==> src/sqt_pkg.sv <==
// sqt_pkg: token kinds, scan modes, payload and queue entry types
// used by all sql_query_tokenizer modules; no dependencies
package sqt_pkg;

  typedef struct packed {
    logic [7:0] text_byte;
    logic       final_byte;
  } sqt_in_t;

  typedef struct packed {
    logic [5:0]  token_kind;
    logic [31:0] token_first;
    logic [31:0] token_past_end;
    logic        run_last;
  } sqt_out_t;

  typedef enum logic [5:0] {
    K_EOS, K_WS, K_COMMENT, K_WORD, K_NUMBER, K_STRING, K_QID, K_LPAR,
    K_RPAR, K_LSQ, K_RSQ, K_COMMA, K_SEMI, K_DOT, K_STAR, K_PLUS,
    K_MINUS, K_SLASH, K_PERCENT, K_ARROW, K_QMARK, K_COLON, K_EQ, K_NE,
    K_LT, K_GT, K_LE, K_GE, K_CONCAT, K_ERR, K_ERR_BLOCK, K_ERR_SQ,
    K_ERR_DQ, K_ERR_BQ, K_ERR_BANG, K_ERR_PIPE, K_ERR_NUM
  } kind_t;

  typedef enum logic [4:0] {
    M_IDLE, M_WS, M_WORD, M_ZERO, M_INT, M_FRAC, M_ESIGN, M_EDIG, M_BAD,
    M_AFTERDOT, M_DOTPEND, M_DN_INT, M_DN_ESIGN, M_DN_EDIG, M_MINUS,
    M_SLASH, M_EQ, M_BANG, M_LT, M_GT, M_PIPE, M_LINE, M_BLOCK,
    M_BLOCKSTAR, M_Q_IN, M_Q_ESC, M_Q_CLOSE
  } mode_t;

  localparam int MAX_TOK = 4;

  // classified request from front to back: which tokens it made
  typedef struct packed {
    logic [2:0]  count;
    logic        close_en;
    kind_t       close_kind;
    logic        close_at_byte;
    logic        single_en;
    kind_t       single_kind;
    logic        flush_en;
    kind_t       flush_kind;
    logic        fin;
  } cls_t;

  function automatic logic is_ws(input logic [7:0] c);
    return c == 8'h20 || (c >= 8'h09 && c <= 8'h0d);
  endfunction
  function automatic logic is_dig(input logic [7:0] c);
    return c >= "0" && c <= "9";
  endfunction
  function automatic logic is_alpha(input logic [7:0] c);
    return (c >= "a" && c <= "z") || (c >= "A" && c <= "Z") || c == "_";
  endfunction
  function automatic logic is_word(input logic [7:0] c);
    return is_alpha(c) || is_dig(c);
  endfunction
  function automatic logic is_hex(input logic [7:0] c);
    return is_dig(c) || (c >= "a" && c <= "f") || (c >= "A" && c <= "F");
  endfunction

endpackage

==> src/sqt_front.sv <==
// sqt_front: per-byte scanner state machine, classifies each request
// into closed tokens and their offsets; uses sqt_pkg
module sqt_front #(
  parameter int OFFSET_BITS = 32
) (
  input  logic                   clk,
  input  logic                   rst,
  input  logic                   in_valid,
  output logic                   in_ready,
  input  sqt_pkg::sqt_in_t       in_data,
  output logic                   q_valid,
  input  logic                   q_ready,
  output sqt_pkg::cls_t          q_cls,
  output logic [OFFSET_BITS-1:0] q_pend,
  output logic [OFFSET_BITS-1:0] q_off
);
  import sqt_pkg::*;

  localparam logic [OFFSET_BITS-1:0] OFF_MAX = '1;

  mode_t                  scan_mode, scan_mode_next;
  logic [OFFSET_BITS-1:0] pending_start, pending_start_next;
  logic [OFFSET_BITS-1:0] byte_offset;
  kind_t                  last_kind, last_kind_next;
  logic                   hex_mode, hex_mode_next;
  logic [1:0]             quote_sel, quote_sel_next;
  cls_t                   cls;
  logic                   acc;

  logic [7:0] c;
  logic       fin;
  logic       fed;
  mode_t      fmode;
  logic       fhex;
  logic       close_en, close_at;
  kind_t      close_kind;
  logic       st_single;
  kind_t      st_kind;
  mode_t      st_mode;
  kind_t      lk_mid;
  mode_t      m_after;
  kind_t      fk;
  logic [7:0] qc;
  kind_t      qok, qbad;

  assign c   = in_data.text_byte;
  assign fin = in_data.final_byte;
  assign in_ready = q_ready;
  assign acc = in_valid && in_ready;

  always_comb begin
    unique case (quote_sel)
      2'd1:    begin qc = 8'h22; qok = K_QID;    qbad = K_ERR_DQ; end
      2'd2:    begin qc = 8'h60; qok = K_QID;    qbad = K_ERR_BQ; end
      default: begin qc = 8'h27; qok = K_STRING; qbad = K_ERR_SQ; end
    endcase
  end

  // feed the open token
  always_comb begin
    logic mark, nd;
    fed = 1'b1;
    fmode = scan_mode;
    fhex = hex_mode;
    close_en = 1'b0;
    close_at = 1'b0;
    close_kind = K_EOS;
    nd = 1'b0;
    mark = 1'b0;
    unique case (scan_mode)
      M_IDLE: fed = 1'b0;
      M_WS: if (!is_ws(c)) begin fed = 0; close_en = 1; close_kind = K_WS; end
      M_WORD: if (!is_word(c)) begin fed = 0; close_en = 1; close_kind = K_WORD; end
      M_ZERO, M_INT, M_FRAC: begin
        if (scan_mode == M_ZERO && !fin && (c == "x" || c == "X")) begin
          fhex = 1'b1;
          fmode = M_INT;
        end else begin
          nd = fhex ? is_hex(c) : is_dig(c);
          mark = fhex ? (c == "p" || c == "P") : (c == "e" || c == "E");
          if (scan_mode != M_FRAC) fmode = M_INT;
          if (nd) begin
          end else if (scan_mode != M_FRAC && c == ".") fmode = M_FRAC;
          else if (!fin && mark) fmode = M_ESIGN;
          else if (is_word(c)) fmode = M_BAD;
          else begin fed = 0; close_en = 1; close_kind = K_NUMBER; end
        end
      end
      M_ESIGN, M_EDIG, M_AFTERDOT: begin
        if (scan_mode == M_ESIGN) fmode = M_EDIG;
        if (scan_mode == M_ESIGN && !fin && (c == "+" || c == "-")) begin
        end else if (is_dig(c)) begin
        end else if (is_word(c)) fmode = M_BAD;
        else begin fed = 0; close_en = 1; close_kind = K_NUMBER; end
      end
      M_BAD: if (!is_word(c)) begin fed = 0; close_en = 1; close_kind = K_ERR_NUM; end
      M_DOTPEND:
        if (is_dig(c)) fmode = M_DN_INT;
        else begin fed = 0; close_en = 1; close_kind = K_DOT; end
      M_DN_INT:
        if (is_dig(c)) begin
        end else if (!fin && (c == "e" || c == "E")) fmode = M_DN_ESIGN;
        else begin fed = 0; close_en = 1; close_kind = K_NUMBER; end
      M_DN_ESIGN, M_DN_EDIG: begin
        fmode = M_DN_EDIG;
        if (scan_mode == M_DN_ESIGN && !fin && (c == "+" || c == "-")) begin
        end else if (!is_dig(c)) begin
          fed = 0; close_en = 1; close_kind = K_NUMBER;
        end
      end
      M_MINUS:
        if (c == ">") begin close_en = 1; close_at = 1; close_kind = K_ARROW; end
        else if (c == "-") fmode = M_LINE;
        else begin fed = 0; close_en = 1; close_kind = K_MINUS; end
      M_SLASH:
        if (c == "/") fmode = M_LINE;
        else if (c == "*") fmode = M_BLOCK;
        else begin fed = 0; close_en = 1; close_kind = K_SLASH; end
      M_EQ: begin
        close_en = 1; close_kind = K_EQ;
        if (c == "=") close_at = 1; else fed = 0;
      end
      M_BANG:
        if (c == "=") begin close_en = 1; close_at = 1; close_kind = K_NE; end
        else begin fed = 0; close_en = 1; close_kind = K_ERR_BANG; end
      M_LT:
        if (c == "=") begin close_en = 1; close_at = 1; close_kind = K_LE; end
        else if (c == ">") begin close_en = 1; close_at = 1; close_kind = K_NE; end
        else begin fed = 0; close_en = 1; close_kind = K_LT; end
      M_GT: begin
        close_en = 1;
        if (c == "=") begin close_at = 1; close_kind = K_GE; end
        else begin fed = 0; close_kind = K_GT; end
      end
      M_PIPE:
        if (c == "|") begin close_en = 1; close_at = 1; close_kind = K_CONCAT; end
        else begin fed = 0; close_en = 1; close_kind = K_ERR_PIPE; end
      M_LINE: if (c == 8'h0a) begin fed = 0; close_en = 1; close_kind = K_COMMENT; end
      M_BLOCK: if (c == "*") fmode = M_BLOCKSTAR;
      M_BLOCKSTAR:
        if (c == "/") begin close_en = 1; close_at = 1; close_kind = K_COMMENT; end
        else if (c != "*") fmode = M_BLOCK;
      M_Q_IN:
        if (c == qc) fmode = M_Q_CLOSE;
        else if (c == 8'h5c) fmode = M_Q_ESC;
      M_Q_ESC: fmode = M_Q_IN;
      M_Q_CLOSE:
        if (c == qc) fmode = M_Q_IN;
        else begin fed = 0; close_en = 1; close_kind = qok; end
      default: fed = 1'b0;
    endcase
  end

  assign lk_mid = (close_en && close_kind != K_WS && close_kind != K_COMMENT)
                  ? close_kind : last_kind;

  // start a new token at this byte
  always_comb begin
    st_single = 1'b0;
    st_kind = K_ERR;
    st_mode = M_IDLE;
    quote_sel_next = quote_sel;
    if (is_ws(c)) st_mode = M_WS;
    else if (is_alpha(c)) st_mode = M_WORD;
    else if (is_dig(c))
      st_mode = (lk_mid == K_DOT) ? M_AFTERDOT : ((c == "0") ? M_ZERO : M_INT);
    else begin
      unique case (c)
        8'h27: begin quote_sel_next = 2'd0; st_mode = M_Q_IN; end
        8'h22: begin quote_sel_next = 2'd1; st_mode = M_Q_IN; end
        8'h60: begin quote_sel_next = 2'd2; st_mode = M_Q_IN; end
        ".":
          if (byte_offset == '0) st_mode = M_DN_INT;
          else if (fin || lk_mid == K_RPAR || lk_mid == K_RSQ || lk_mid == K_WORD ||
                   lk_mid == K_QID || lk_mid == K_NUMBER) begin
            st_single = 1; st_kind = K_DOT;
          end else st_mode = M_DOTPEND;
        "-": st_mode = M_MINUS;
        "/": st_mode = M_SLASH;
        "=": st_mode = M_EQ;
        "!": st_mode = M_BANG;
        "<": st_mode = M_LT;
        ">": st_mode = M_GT;
        "|": st_mode = M_PIPE;
        "(": begin st_single = 1; st_kind = K_LPAR; end
        ")": begin st_single = 1; st_kind = K_RPAR; end
        "[": begin st_single = 1; st_kind = K_LSQ; end
        "]": begin st_single = 1; st_kind = K_RSQ; end
        ",": begin st_single = 1; st_kind = K_COMMA; end
        ";": begin st_single = 1; st_kind = K_SEMI; end
        "+": begin st_single = 1; st_kind = K_PLUS; end
        "*": begin st_single = 1; st_kind = K_STAR; end
        "%": begin st_single = 1; st_kind = K_PERCENT; end
        "?": begin st_single = 1; st_kind = K_QMARK; end
        ":": begin st_single = 1; st_kind = K_COLON; end
        default: begin st_single = 1; st_kind = K_ERR; end
      endcase
    end
  end

  always_comb begin
    unique case (m_after)
      M_WS:     fk = K_WS;
      M_WORD:   fk = K_WORD;
      M_BAD:    fk = K_ERR_NUM;
      M_DOTPEND: fk = K_DOT;
      M_MINUS:  fk = K_MINUS;
      M_SLASH:  fk = K_SLASH;
      M_EQ:     fk = K_EQ;
      M_BANG:   fk = K_ERR_BANG;
      M_LT:     fk = K_LT;
      M_GT:     fk = K_GT;
      M_PIPE:   fk = K_ERR_PIPE;
      M_LINE:   fk = K_COMMENT;
      M_BLOCK, M_BLOCKSTAR: fk = K_ERR_BLOCK;
      M_Q_IN, M_Q_ESC: fk = (fed ? qbad : ((quote_sel_next == 2'd1) ? K_ERR_DQ :
                             (quote_sel_next == 2'd2) ? K_ERR_BQ : K_ERR_SQ));
      M_Q_CLOSE: fk = qok;
      default:  fk = K_NUMBER;
    endcase
  end

  always_comb begin
    kind_t lk;
    logic [2:0] n;
    m_after = fed ? (close_at ? M_IDLE : fmode) : (st_single ? M_IDLE : st_mode);
    hex_mode_next = (!fed && is_dig(c)) ? 1'b0 : fhex;
    pending_start_next = fed ? pending_start : byte_offset;
    lk = lk_mid;
    if (!fed && st_single) lk = st_kind;
    cls.close_en = close_en;
    cls.close_kind = close_kind;
    cls.close_at_byte = close_at;
    cls.single_en = !fed && st_single;
    cls.single_kind = st_kind;
    cls.flush_en = fin && m_after != M_IDLE;
    cls.flush_kind = fk;
    cls.fin = fin;
    if (cls.flush_en && fk != K_WS && fk != K_COMMENT) lk = fk;
    n = 3'(close_en) + 3'(cls.single_en) + 3'(cls.flush_en) + 3'(fin);
    cls.count = n;
    last_kind_next = fin ? K_WS : lk;
    scan_mode_next = fin ? M_IDLE : m_after;
  end

  always_ff @(posedge clk) begin
    if (rst) begin
      scan_mode <= M_IDLE;
      pending_start <= '0;
      byte_offset <= '0;
      last_kind <= K_WS;
      hex_mode <= 1'b0;
      quote_sel <= 2'd0;
    end else if (acc) begin
      scan_mode <= scan_mode_next;
      last_kind <= last_kind_next;
      hex_mode <= fin ? 1'b0 : hex_mode_next;
      quote_sel <= (fin || fed) ? (fin ? 2'd0 : quote_sel) : quote_sel_next;
      pending_start <= fin ? '0 : pending_start_next;
      byte_offset <= fin ? '0 : (byte_offset == OFF_MAX ? OFF_MAX : byte_offset + 1'b1);
    end
  end

  always_ff @(posedge clk) begin
    if (rst) q_valid <= 1'b0;
    else if (q_ready) q_valid <= acc && cls.count != 3'd0;
  end

  // closed token starts at the old start, an open one at the new start
  always_ff @(posedge clk) begin
    if (acc) begin
      q_cls <= cls;
      q_pend <= close_en ? pending_start : pending_start_next;
      q_off <= byte_offset;
    end
  end
endmodule

==> src/sqt_back.sv <==
// sqt_back: two-entry queue of classified requests and token emitter,
// one token per cycle while out_ready is high; uses sqt_pkg
module sqt_back #(
  parameter int OFFSET_BITS = 32
) (
  input  logic                   clk,
  input  logic                   rst,
  input  logic                   q_valid,
  output logic                   q_ready,
  input  sqt_pkg::cls_t          q_cls,
  input  logic [OFFSET_BITS-1:0] q_pend,
  input  logic [OFFSET_BITS-1:0] q_off,
  output logic                   out_valid,
  input  logic                   out_ready,
  output sqt_pkg::sqt_out_t      out_data
);
  import sqt_pkg::*;

  localparam logic [OFFSET_BITS-1:0] OFF_MAX = '1;

  typedef struct packed {
    cls_t                   cls;
    logic [OFFSET_BITS-1:0] pend;
    logic [OFFSET_BITS-1:0] off;
  } ent_t;

  ent_t       fifo [2];
  logic       wp, rp;
  logic [1:0] used;
  logic [1:0] sub;
  logic       push, pop, step;
  ent_t       h;
  logic [OFFSET_BITS-1:0] nxt;
  kind_t      kd [MAX_TOK];
  logic [OFFSET_BITS-1:0] fa [MAX_TOK];
  logic [OFFSET_BITS-1:0] pa [MAX_TOK];
  logic [2:0] nt;

  assign q_ready = used != 2'd2;
  assign push = q_valid && q_ready;
  assign h = fifo[rp];
  assign nxt = (h.off == OFF_MAX) ? OFF_MAX : h.off + 1'b1;
  assign step = used != 2'd0 && (!out_valid || out_ready);
  assign pop = step && ({1'b0, sub} + 3'd1 == h.cls.count);

  // list the tokens of the head request in order
  always_comb begin
    nt = 3'd0;
    for (int i = 0; i < MAX_TOK; i++) begin
      kd[i] = K_EOS; fa[i] = nxt; pa[i] = nxt;
    end
    if (h.cls.close_en) begin
      kd[0] = h.cls.close_kind; fa[0] = h.pend;
      pa[0] = h.cls.close_at_byte ? nxt : h.off;
      nt = 3'd1;
    end
    if (h.cls.single_en) begin
      kd[nt[1:0]] = h.cls.single_kind; fa[nt[1:0]] = h.off; pa[nt[1:0]] = nxt;
      nt = nt + 3'd1;
    end
    if (h.cls.flush_en) begin
      kd[nt[1:0]] = h.cls.flush_kind;
      fa[nt[1:0]] = h.cls.close_en ? h.off : h.pend;
      pa[nt[1:0]] = nxt;
      nt = nt + 3'd1;
    end
    if (h.cls.fin) begin
      kd[nt[1:0]] = K_EOS; fa[nt[1:0]] = nxt; pa[nt[1:0]] = nxt;
    end
  end

  always_ff @(posedge clk) begin
    if (push) fifo[wp] <= '{cls: q_cls, pend: q_pend, off: q_off};
  end

  always_ff @(posedge clk) begin
    if (rst) begin
      wp <= 1'b0; rp <= 1'b0; used <= 2'd0; sub <= 2'd0; out_valid <= 1'b0;
    end else begin
      if (push) wp <= ~wp;
      if (pop) rp <= ~rp;
      used <= used + 2'(push) - 2'(pop);
      if (step) sub <= pop ? 2'd0 : sub + 2'd1;
      if (step) out_valid <= 1'b1;
      else if (out_ready) out_valid <= 1'b0;
    end
  end

  always_ff @(posedge clk) begin
    if (step) begin
      out_data.token_kind <= kd[sub];
      out_data.token_first <= 32'(fa[sub]);
      out_data.token_past_end <= 32'(pa[sub]);
      out_data.run_last <= pop;
    end
  end
endmodule

==> src/sql_query_tokenizer.sv <==
// sql_query_tokenizer: top level, front scanner feeding the token emitter
// through a short request queue; uses sqt_pkg, sqt_front, sqt_back
//
// Accepts one text byte per cycle while in_ready is high. Each byte yields
// zero to three tokens; the emitter sends one token per cycle unless
// out_ready stalls it, and the two-entry queue absorbs bursts. Input rate
// is one byte per cycle when bytes make at most one token each and out_ready is high.
module sql_query_tokenizer #(
  parameter int OFFSET_BITS = 32
) (
  input  logic              clk,
  input  logic              rst,
  input  logic              in_valid,
  output logic              in_ready,
  input  sqt_pkg::sqt_in_t  in_data,
  output logic              out_valid,
  input  logic              out_ready,
  output sqt_pkg::sqt_out_t out_data
);
  import sqt_pkg::*;

  logic                   q_valid, q_ready;
  cls_t                   q_cls;
  logic [OFFSET_BITS-1:0] q_pend, q_off;

  sqt_front #(.OFFSET_BITS(OFFSET_BITS)) u_front (
    .clk, .rst, .in_valid, .in_ready, .in_data,
    .q_valid, .q_ready, .q_cls, .q_pend, .q_off
  );

  sqt_back #(.OFFSET_BITS(OFFSET_BITS)) u_back (
    .clk, .rst, .q_valid, .q_ready, .q_cls, .q_pend, .q_off,
    .out_valid, .out_ready, .out_data
  );

  a_eos_last: assert property (@(posedge clk) disable iff (rst)
    out_valid && out_data.token_kind == K_EOS |-> out_data.run_last)
    else $error("end of stream token not last");
  a_order: assert property (@(posedge clk) disable iff (rst)
    out_valid && out_data.token_kind != K_EOS |->
      out_data.token_first <= out_data.token_past_end)
    else $error("token offsets reversed");
  a_eos_empty: assert property (@(posedge clk) disable iff (rst)
    out_valid && out_data.token_kind == K_EOS |->
      out_data.token_first == out_data.token_past_end)
    else $error("end of stream token not empty");
endmodule
==> config.mk <==
export PLATFORM = sky130hd
export DESIGN_NAME = sql_query_tokenizer
export DESIGN_NICKNAME = d
export VERILOG_FILES = /design/src/sqt_pkg.sv /design/src/sqt_front.sv /design/src/sqt_back.sv /design/src/sql_query_tokenizer.sv
export SDC_FILE = /design/constraint.sdc
export NUM_CORES = 1
export LEC_CHECK = 0
export ABC_CLOCK_PERIOD_IN_PS = 5900
export BUFFER_PORTS_ARGS = -buffer_cell sky130_fd_sc_hd__buf_2
export CORE_UTILIZATION = 35
export DETAILED_ROUTE_END_ITERATION = 10
export PLACE_DENSITY_LB_ADDON = 0.1
export SLEW_MARGIN = 10
export SYNTH_ARGS = -nofsm -noshare
export SYNTH_HDL_FRONTEND = slang
export SYNTH_SLANG_ARGS = --single-unit
export TNS_END_PERCENT = 1
==> constraint.sdc <==
create_clock -name clk -period 5.9 [get_ports clk]
set_input_delay 0.295 -clock clk [delete_from_list [all_inputs] [get_ports clk]]
set_output_delay 0.295 -clock clk [all_outputs]
set_load 0.01 [all_outputs]
# [After elaboration in Yosys (flattened, before gate mapping)]
# Memory sizes are Yosys's and may differ from the RTL's. A register that Yosys moved wholly into a read port is not among the register bits.
# Cells that the tools add are included.
# Widths: inputs -> output; s select.
[totals] elab_cells=435 reg_bits=247 latchBits=0 inputBits=13 rom_bits=0 out_inout_bits=73 mem_bits_rw=180 memories=1
[classes] n_bitwise=8 n_mul=0 addsub=11 div=0 magnitude_cmp=17 n_eq_ne=98 shifts=0 reduce_logical=71 n_mux=202
[mem_list] memory="u_back.fifo" words=2 word_bits=90 rd=1 rd_clocked_by_memory_dff=1 write_ports=1 line="sqt_back.sv:27" rtl="ent_t fifo [2];"
[op_table] op="$bwmux 128" n=6
[op_table] op="$mux 128" n=6
[op_table] op="$mux 32" n=17
[op_table] op="$demux 32 s2" n=3
[op_table] op="$mux 6" n=30
[op_table] op="$mux 5" n=35
[op_table] op="$eq 8x6->1 const B" n=20
[op_table] op="$bmux 32 s2" n=2
[op_table] op="$eq 5x5->1 const B" n=22
[op_table] op="$pmux 6 s18" n=1
[op_table] op="$eq 8x7->1 const B" n=12
[op_table] op="$pmux 6 s15" n=1
[op_table] op="$mux 24" n=3
[op_table] op="$pmux 6 s12" n=1
[op_table] op="$add 32x1->32 const B" n=2
[op_table] op="$eq 32x32->1 const B" n=2
[op_table] op="$eq 5x4->1 const B" n=12
[op_table] op="$mux 1" n=60
[op_table] op="$pmux 5 s12" n=1
[op_table] op="$bwmux 24" n=2
[op_table] op="$pmux 5 s9" n=1
[op_table] op="$demux 6 s2" n=3
[op_table] op="$le 8x7->1 const B" n=4
[op_table] op="$logic_not 32->1" n=1
[op_table] op="59 further kinds" n=160

# [Longest topological paths before layout]
[depth] depth_word=37 ltp_mapped=23 mapped_depth_nobuf=17

# [Hierarchy]
# Synthesis repeated with hierarchy kept, for this count alone.
[unflattened] cells_unflattened=2274 hier_area_um2=23512.6
[modules_own_cells] mod="sqt_back" area_per_inst_um2=14122.3 cells_each=1286 instances=1 seq_area_each_um2=7697.4
[modules_own_cells] mod="sqt_front" area_per_inst_um2=9390.3 cells_each=988 instances=1 seq_area_each_um2=4254.1

# [Worst setup path after synthesis]
# No wires, ideal clock.
[synth_path] path_type="register to register" start="register u_back.used[0]" end="memory u_back.fifo[0][0] (netlist name), enable pin" arrival_time_ns=4.389 setup_ns=0.537 n_path_buf=0 period_less_slack_ns=4.926 required_ns=5.363 stages_incl_launch_ff=5 slack_ns=0.974 path_cell_list="dfxtp_1 -> inv_1 -> nand2_1 -> nand2_1 -> nor2_1"
[synth_between] elab_chain_len=4
[synth_rtl] element="start: declaration" line="sqt_back.sv:29" rtl="logic [1:0] used;"
[synth_rtl] element="start signal: assignment" line="sqt_back.sv:82" rtl="used <= used + 2'(push) - 2'(pop);"
[synth_rtl] element="$ne 2x2->1" line="sqt_back.sv:39" rtl="assign q_ready = used != 2'd2;"
[synth_rtl] element="net in_ready" line="sql_query_tokenizer.sv:14" rtl="output logic in_ready,"
[synth_rtl] element="$logic_and 1x1->1" line="sqt_back.sv:40" rtl="assign push = q_valid && q_ready;"
[synth_rtl] element="$mux 1" line="sqt_back.sv:73" rtl="if (push) fifo[wp] <= '{cls: q_cls, pend: q_pend, off: q_off};"
[synth_rtl] element="$mux 1 (implied by the code)" line="sqt_back.sv:73"
[synth_rtl] element="end: declaration" line="sqt_back.sv:27"
# The timed path passes the listed nets, and every way through them passes these cells.

==> impl_results.md <==
- Status: finished, final reports clean
- Post-synth ARST share: 0%
- Post-route setup TNS: 0 ns
- WL met2: roughly 33000 um
- Layout Cells excl Fill: between 3000 and 4000
- CTS root buffer: clkbuf_16
- Number of global-route vias before repair: 17000
- Max VDD drop: approximately 190 uV
- Post-CTS Resized: 0
- Critical path peak fanout: 9
- Diodes inserted: 0
- Grt ovf: 0
- Seq/Total Area, Yosys: between 50% and 60%
- Post-synth top cells: edfxtp_1, nand2_1, nor2_1, a21oi_1, o21ai_0
- Core Area: approximately 64000 um^2
- Post-Syn Area: ~23000 um^2
- Placed Cells: just over 3000
- Die width: between 200 and 300 um
- Min-Delay Path Depth: 3
- FILL cells: ~6300
- Cell area after layout: about 26000 um^2
- Post-Route M1 WL: roughly 37000 um
- Layout cell share with drive strength beyond 1: about 15%
- Worst min-delay path class: primary input to flop
- Wire per inst: 23.8 um
- CP Data Arrival Time: 5.88 ns
- WP data required: ~6.4 ns
- Fin crit period: between 5 and 6 ns
- Fmax: 0.185 GHz
- Cells after synthesis: around 2200
- CTS Buf Count: between 40 and 50
- Drt drc: 0
- Vias post-DR: 18500
- Worst Hold Launch: in_valid
- Crit path from: u_front.quote_sel[0]
- CP Class: flop to flop
- Final Cycle Share: 91.8%
- Area contributors post-synth: edfxtp_1, dfxtp_1, nand2_1
- Clk buf depth: 3
- Worst-Margin Slew: roughly 1.3 ns
- FF+latch count, synth: 425
- FF-to-FF path depth: 17
- Vias per Instance: about 6
- YS warnings: 0
- DR top layer: met4
- H-tree depth: 2
- Share of the synthesized area in the top cell type: about 45%
- Met3 wire length: around 4300 um
- GR Util All Layers: 22.3%
- # IOs: 86
- Cell variety after synth: 94
- Finish-stage setup viols: 0
- Synth Flop Type: edfxtp_1
- DR iter-0 viols: between 1500 and 2000
- First-pass DRT Iterations: 8
- Yosys top cell by area: edfxtp_1
- Post-detail-place hpwl: between 50000 and 60000 um
- Layout Skew: roughly 0.051 ns
- Leakage: slightly below 9 nW
- Unrepaired setup endpoints after global routing: false
- Placed Area: between 20000 and 25000 um^2
- Die height: 257 um
- Placer Congestion: about 0.9
- Skew-Pair Late Insertion Delay: roughly 0.62 ns
- Reg-to-reg startpoint: u_front.quote_sel[0]
- Mapped Avg Cell Area: between 10 and 15 um^2
- Cell Pwr Density: 374 nW/um^2
- Final WL: 75300 um
- CP Launch Type: flop
- Site Rows: 93
- Largest net degree at the start of global routing: 75
- Initial Utilization: around 35%
- Max-slew violations: 0
- Remaining antenna violation count: 0
- Count leader, synth: edfxtp_1
- Worst slew margin: between 10 and 15%
- Die ar.: around 66000 um^2
- Clock sinks: roughly 430
- Post-Syn Nets: approximately 2300
- Syn-to-layout area delta: 13.0%
- Setup repair bufs after CTS: 0
- Number of synthesized flops with an enable pin: roughly 340
- Final hold violations: 0
- CP endpoint kind: flop
- Global-route wire length before repair: around 110000 um
- Nets: between 2000 and 2500
- Max-cap viol count: 0
- CTS tree: built
- Port Buf Inserts: 85
- Reg clk slew, reported paths: ~0.06 ns
- Initial antenna violation count: 1
-- layout by cell type (no fill, tap or decap), types with 24 or more instances in the layout --
master     instances
edfxtp_1         338
buf_4             79
mux2i_1           82
buf_2             85
a22oi_1           49
clkbuf_16         46
o211ai_1          37
o21ai_0          149
nand2_1          241
o22ai_1           26
nor2_1           199
dfxtp_1           84
a21oi_1          159
nor3_1            73
inv_1             24
nand3_1           60
mux2_2            62
-- critical path, stage by stage, from the launching register on --
cell and delay, ns:
dfxtp_1 0.35, inv_1 0.08, ha_1 0.43, or3_1 0.37, a2111o_1 0.54, a21oi_2 0.19
o211ai_2 0.16, nor4_4 0.59, o2111ai_1 0.24, a22oi_2 0.22, o31ai_4 0.12, o31ai_2 0.45
nand2_1 0.13, o31a_1 0.33, fa_1 0.38, ha_1 0.29, o311ai_0 0.31, a21oi_1 0.11
-- power breakdown --
| group | leakage, nW | internal [mW] | switching, mW | total (mW) |
|---|---|---|---|---|
| logic | 4.16 | 0.884 | 1.91 | 2.79 |
| clock network | 0.721 | 1.64 | 1.21 | 2.84 |
| registers | 3.89 | 3.83 | 0.148 | 3.97 |
| total | 8.77 | 6.35 | 3.26 | 9.61 |
-- stage by stage --
stage	total power, mW	hold slack (ns)	util (%)	setup WS, ns
after CTS	9.69	0.0980	40.0	0.494
after global placement	6.77	0.424	37.7	0.524
after global routing	10.1	0.120	40.0	0.0723
after floorplan	5.83	0.394	-	0.974
final	9.61	0.120	40.0	0.484
after detailed placement	6.81	0.430	37.7	0.475
-- per-layer routing --
layer  GRT usage (%)  vias up
met2            33.3      650
met3            2.89       64
li1                -     8629
met5               0        -
met1            34.2     9171
met4            4.12        0
-- timing repair --
item / 4_1_cts / 5_1_grt
endpoints found under the hold margin: 1 / 0
hold buffers: 1 / 0
endpoints found under the setup margin: 0 / 0
-- area by class of cell --
type	count	area, um^2	share of cell area, %
timing repair buffer	165	1030	4.00
sequential	425	11900	46.2
inverter	28	108	0.418
tap	855	1070	4.16
multi-input combinational	1615	10100	39.4
clock buffer	62	1250	4.86
clock inverter	21	240	0.934
-- sequential cells by signal, indices dropped and copies added (netlist names), named ones only --
register	count
u_front.byte_offset	32
u_back.out_data	71
u_front.q_cls	25
u_front.last_kind	6
u_back.rp	1
u_front.q_valid	1
u_front.q_pend	32
u_back.wp	1
u_front.q_off	32
u_back.sub	2
u_front.hex_mode	1
u_back.fifo	178
u_front.pending_start	32
u_back.out_valid	1
u_front.quote_sel	2
u_back.used	2
u_front.scan_mode	5
-- worst paths after layout --
path	slack (ns)	to
setup / recovery	0.48	u_front.q_valid
hold / removal	0.12	u_front.q_valid
setup reg to reg	0.48	u_front.q_valid
hold reg to reg	0.42	u_back.fifo[0][26]
-- cells by family after synthesis --
group | count (synthesis) | synth area share, %
flip-flops | 425 | 52.2
multiplexers | 146 | 6.77
AND/OR/NAND/NOR | 771 | 16.3
XOR/XNOR | 38 | 1.46
buffers and inverters | 202 | 3.43
AO/OA/AOI/OAI | 644 | 18.9
adder cells (fa/ha/maj) | 16 | 0.913
(Power assumes the default switching activity.)
